==> src/sv/npcs_pkg.sv <==
package npcs_pkg;

   localparam int PALETTE_ENTRIES_DEFAULT = 256;

   localparam int INDEX_W    = 8;
   localparam int COLOR_W    = 8;
   localparam int DISTANCE_W = 18;
   localparam int CSR_INDEX_W = 1;

   localparam logic MODE_WRITE = 1'b0;
   localparam logic MODE_QUERY = 1'b1;

   localparam logic [CSR_INDEX_W-1:0] CSR_FIRST_INDEX = 1'b0;
   localparam logic [CSR_INDEX_W-1:0] CSR_LAST_INDEX  = 1'b1;

   localparam logic [INDEX_W-1:0] FIRST_INDEX_RESET = 8'd2;
   localparam logic [INDEX_W-1:0] LAST_INDEX_RESET  = 8'd254;

   localparam logic [DISTANCE_W-1:0] NO_MATCH_DISTANCE = 18'h3FFFF;

   typedef struct packed {
      logic               mode;
      logic [INDEX_W-1:0] entry_index;
      logic [COLOR_W-1:0] red;
      logic [COLOR_W-1:0] green;
      logic [COLOR_W-1:0] blue;
   } npcs_req_type;

   typedef struct packed {
      logic [INDEX_W-1:0]    best_index;
      logic [DISTANCE_W-1:0] best_distance;
   } npcs_rsp_type;

   typedef struct packed {
      logic pal_write;
      logic query_load;
      logic scan_read;
   } npcs_cmd_type;

   typedef struct packed {
      logic range_empty;
      logic scan_last;
      logic pipe_busy;
   } npcs_status_type;

endpackage

==> src/sv/npcs_ctrl.sv <==
module npcs_ctrl
   import npcs_pkg::*;
(
   input  logic            clock,
   input  logic            reset,
   input  logic            start,
   input  logic            req_mode,
   input  npcs_status_type status,
   output npcs_cmd_type    cmd,
   output logic            busy,
   output logic            rsp_valid
);

   localparam logic [1:0] ST_IDLE  = 2'd0;
   localparam logic [1:0] ST_SCAN  = 2'd1;
   localparam logic [1:0] ST_DRAIN = 2'd2;
   localparam logic [1:0] ST_RESP  = 2'd3;

   logic [1:0] state_ff;
   logic [1:0] state_in;
   logic       accept;

   assign accept         = start && (state_ff == ST_IDLE);
   assign cmd.pal_write  = accept && (req_mode == MODE_WRITE);
   assign cmd.query_load = accept && (req_mode == MODE_QUERY);
   assign cmd.scan_read  = (state_ff == ST_SCAN);
   assign busy           = (state_ff != ST_IDLE);
   assign rsp_valid      = (state_ff == ST_RESP);

   always_comb begin
      state_in = state_ff;
      unique case (state_ff)
         ST_IDLE: begin
            if (cmd.query_load) begin
               state_in = status.range_empty ? ST_RESP : ST_SCAN;
            end
         end
         ST_SCAN: begin
            if (status.scan_last) begin
               state_in = ST_DRAIN;
            end
         end
         ST_DRAIN: begin
            if (!status.pipe_busy) begin
               state_in = ST_RESP;
            end
         end
         ST_RESP: begin
            state_in = ST_IDLE;
         end
         default: begin
            state_in = ST_IDLE;
         end
      endcase
   end

   always_ff @(posedge clock) begin
      if (reset) begin
         state_ff <= ST_IDLE;
      end else begin
         state_ff <= state_in;
      end
   end

endmodule

==> config.mk <==
export PLATFORM = sky130hd
export DESIGN_NAME = npcs_ctrl
export DESIGN_NICKNAME = d
export VERILOG_FILES = /design/src/sv/npcs_pkg.sv /design/src/sv/npcs_ctrl.sv
export SDC_FILE = /design/constraint.sdc
export NUM_CORES = 1
export LEC_CHECK = 0
export BUFFER_PORTS_ARGS = -buffer_cell sky130_fd_sc_hd__buf_2
export CELL_PAD_IN_SITES_DETAIL_PLACEMENT = 0
export CELL_PAD_IN_SITES_GLOBAL_PLACEMENT = 1
export CORE_AREA = 2 2 39 41
export CTS_CLUSTER_SIZE = 14
export DETAILED_ROUTE_END_ITERATION = 12
export DIE_AREA = 0 0 41 43
export GPL_TIMING_DRIVEN = 1
export PLACE_DENSITY_LB_ADDON = 0.1
export SYNTH_ARGS = -nofsm -noshare
export SYNTH_HDL_FRONTEND = slang
export SYNTH_SLANG_ARGS = --single-unit
==> constraint.sdc <==
create_clock -name clock -period 1.4 [get_ports clock]
set_input_delay 0.28 -clock clock [delete_from_list [all_inputs] [get_ports clock]]
set_output_delay 0.28 -clock clock [all_outputs]
set_load 0.02 [all_outputs]
; ---- Word-level counts from Yosys, hierarchy flattened
; Index checks and enable logic that the tools add are counted.
[op_classes]
reduce_logical = 6
n_bitwise = 1
eq_ne = 6
muxes = 5
[ops]
columns = cell, n
row1 = 2-bit two-way mux, 4
row2 = 2-bit one-hot mux with 4 select lines, 1
row3 = "2-bit != test, second input constant", 3
row4 = "2-bit equality test, second input constant", 2
row5 = 1-bit logical AND, 3
row6 = 3-bit AND reduction, 1
row7 = "2-bit by 1-bit equality test with 1-bit output, second input constant", 1
row8 = 2-bit logical NOT, 1
row9 = 2-bit nonzero test, 1
row10 = 1-bit NOT, 1
[word_totals]
output_inout_bits = 5
reg_bits = 2
inputBits = 7
elab_cells = 19

; ---- Logic depth before layout (Yosys ltp)
[depth]
depth_word = 5
ltp_mapped = 5
ltp_nobuf = 5

; ---- Least setup slack after synthesis
; No wires, ideal clock.
[synth_path]
path_kind = reg-to-reg
from = register state_ff[1]
to = register state_ff[1]
path_buffers = 0
slack_ns = -0.211
synth_period_minus_slack_ns = 1.611
arrival_time_ns = 1.491
path_stages_with_launch = 5
t_required_ns = 1.279
setup_ns = 0.121
path_cell_list = dfxtp_1 > inv_1 > ha_1 > a222oi_1 > mux2_2
[synth_lines]
columns = item, line_no
row1 = start: declaration, npcs_ctrl.sv:19  ; logic [1:0] state_ff;
row2 = start signal: assignment, npcs_ctrl.sv:61  ; state_ff <= state_in;

; ---- Worst setup path in the final report
[layout_path]
from = register state_ff[0]
to = register state_ff[1]
[layout_via]
elab_chain_cells = 5
elab_cells_between_ends = 11
cone_classes = eq/ne: 6 / mux: 1 / reduce/logical: 4
[layout_lines]
columns = item, line_no
row1 = 2-bit logical NOT, "npcs_ctrl.sv:23, npcs_ctrl.sv:32"
row2 = 1-bit logical AND, npcs_ctrl.sv:23  ; assign accept = start && (state_ff == ST_IDLE);
row3 = 1-bit logical AND, npcs_ctrl.sv:25  ; assign cmd.query_load = accept && (req_mode == MODE_QUERY);
row4 = 2-bit != test (no source line), n/a
row5 = 3-bit AND reduction (no source line), n/a
; Several ways; a longest one is shown, not always the timed one.
; A chain may end at the register's enable or synchronous reset.

==> results.txt <==
Outcome = finished, violations left
Failing checks = negative setup slack
Combinational Power Share = 0.723
Leakage = 0.239 nW
CTS Hold Buffers Added = 0
Hold WC Path Type = primary input to flip-flop
Fin crit share = 1.08
Total wire length = 587 um
Fin Clk Skew = 0.00330 ns
Kind of critical path = flip-flop to flip-flop
Diodes inserted = 0
Vias per cell = 3.77
Post-Synthesis Cells = 23
Final hold vios = 0
Crit Path Max Fanout = 3
Finished Cell Area = 472 sq um
Wl on met1 = 233 um
CTS tree = built
DRC violations left = 0
IO Pins = 12
Core Util, Final = 0.341
Largest regs = state_ff (2)
Max FFs per register = 2
Startpoint Class = flip-flop
Worst-path clk slew = 0.03 ns
Post-synth EDFFs = 0
GP Congestion = 0.735
Seq cells post-synth = 2
Fmax = 0.660 GHz
RSZ-0062 raised after global routing = yes
Initial antenna violation count = 0
Sequential share of the synthesized area = 0.203
Switching Power = 351 uW
Syn Std Cell Area = 198 sq um
Total CTS buffers = 3
Die ar. = 1760 sq um
Mapped Avg Cell Area = 8.60 sq um
Met3 WL = 45 um
Sw frac = 0.368
Layout cells sized above 1 = 0.714
Die H = 43 um
P_int = 603 uW
Largest reg by FF count = state_ff
Row count = 14
Clock Tree Root = clkbuf_4
Total clock sinks = 2
Mux cell area share after synthesis = 0.158
Port bufs = 11
Final Power = 954 uW
CP Capture Type = flip-flop
Vias = 245
Die W = 41 um
Vias in the first global route = 217
Global route total overflow = 0
Worst vdd ir = 0.000684 V
Initial Utilization = 0.143
Max Slew Vio Count = 0
Global-route wire length before repair = 793 um
H-Tree Level Count = 1
Tmin final = 1.51 ns
Core area = 1380 sq um
Synth unique cells = 11
Gr usage total = 0.0780
Clock Tree Buf Depth = 2
Synth area leaders = ha_1 (32%), dfxtp_1 (20%), mux2i_1 (10%), inv_1 (7.6%), mux2_2 (5.7%)
Post-synth top flop = dfxtp_1
Pin count of the biggest net entering global routing = 5
Post-Synth Adder-Cell Area = 0.316
First-iteration detailed-routing DRC count = 3
Largest family of logic cells by synthesized area = adder cells
Register share of total power = 0.127
Post-DP Area = 338 sq um
Async SR Flop Fraction = 0
Area growth, synth to finish = 139%
Max-Slew Margin vs Limit = 0.734
Setup-failing EPs final = 4
DR top layer = met4
Synthesized Nets = 35
Sum Neg Setup Slack = -0.220 ns
CP arrival = 1.62 ns
Detail Route Antenna Nets = 0
Synth cell count leaders = ha_1 (5), inv_1 (4), nor2_1 (3)
CP Data Required Time = 1.51 ns
# fillers = 155
Post-Synth Simple-Gate Area = 0.158
Synthesis Warnings = 0
Fin worst setup slack = -0.115 ns
WL per Instance = 9.03 um
Met2 routed WL = 298 um
Synth Area in Compound Gates = 0.0886
Synth Area in XOR/XNOR = 0
Cell Pwr Density = 2020 nW/um^2
Max-Cap Viols = 0
Top-area cell type share of the netlist area = 0.316
Final Net Count = 62
Count leader, synth = ha_1
Pre-Repair DR Iteration Count = 4
Clock share of power = 0.149
Cell taking the most area after synthesis = ha_1
Clock latency on the worst-skew pair = 0.23 ns
Slew @ Worst Pin = 0.399 ns
-- routing by layer --
metal  vias to the layer above  global-route usage
met5                         -                   0
met4                         0               0.100
met3                         2              0.0314
met2                        10               0.128
met1                       104              0.0508
li1                        129                   -
-- power by group through the flow --
stage	Combinational, mW	Sequential (mW)	Clock, mW
after floorplan	0.274	0.117	0
after global placement	0.474	0.121	0
after detailed placement	0.466	0.125	0
after CTS	0.644	0.120	0.154
after global routing	0.745	0.123	0.159
final	0.690	0.121	0.143
-- path summary, 6_finish.rpt --
| path | from | endpoint | slack (ns) | depth (start not counted) |
|---|---|---|---|---|
| min reg2reg | state_ff[0] | state_ff[0] | 0.83 | 5 |
| max reg2reg | state_ff[0] | state_ff[1] | -0.11 | 4 |
| max | state_ff[0] | state_ff[1] | -0.11 | 4 |
| min | reset | state_ff[0] | 0.35 | 3 |
-- cells in the final DEF, fill, tap and decap left out, types with 2 or more instances in the layout --
cell type,synthesis,layout
buf_6,0,4
nand2_1,2,2
buf_2,0,7
clkbuf_4,0,3
nor2_1,3,3
mux2i_1,2,2
buf_4,0,10
ha_4,0,3
inv_1,4,2
-- cell type report --
class	instances	area, sq um	area share
multi-input combinational	17	188	0.398
timing repair buffer	22	175	0.371
sequential	2	45.0	0.0955
clock buffer	4	26.3	0.0557
tap	16	20.0	0.0424
inverter	4	17.5	0.0371
-- worst max-delay path, cell delays in order, from the launching register on --
cell	delay, ns
dfxtp_4	0.34
buf_12	0.12
ha_4	0.14
a222oi_1	0.40
mux2_2	0.38
-- stage by stage --
stage	setup WS, ns	instances	hold slack (ns)
6_report	-0.115	65	0.354
5_1_grt	-0.148	65	0.365
4_1_cts	-0.115	64	0.349
3_5_place_dp	-0.0883	56	0.513
3_3_place_gp	-0.0543	56	0.521
2_1_floorplan	-0.0907	23	0.450
-- kinds of logic after synthesis --
kind of cell,Yosys count
compound gates,2
fa+ha+maj,5
buf+inv,4
flops,2
mux,3
simple gates,7
-- what timing repair did --
action	4_1_cts	5_1_grt
pin swaps	2	0
setup endpoints to repair	5	6
resized for setup	9	5
buffers inserted	4	1
(Power assumes the default switching activity.)
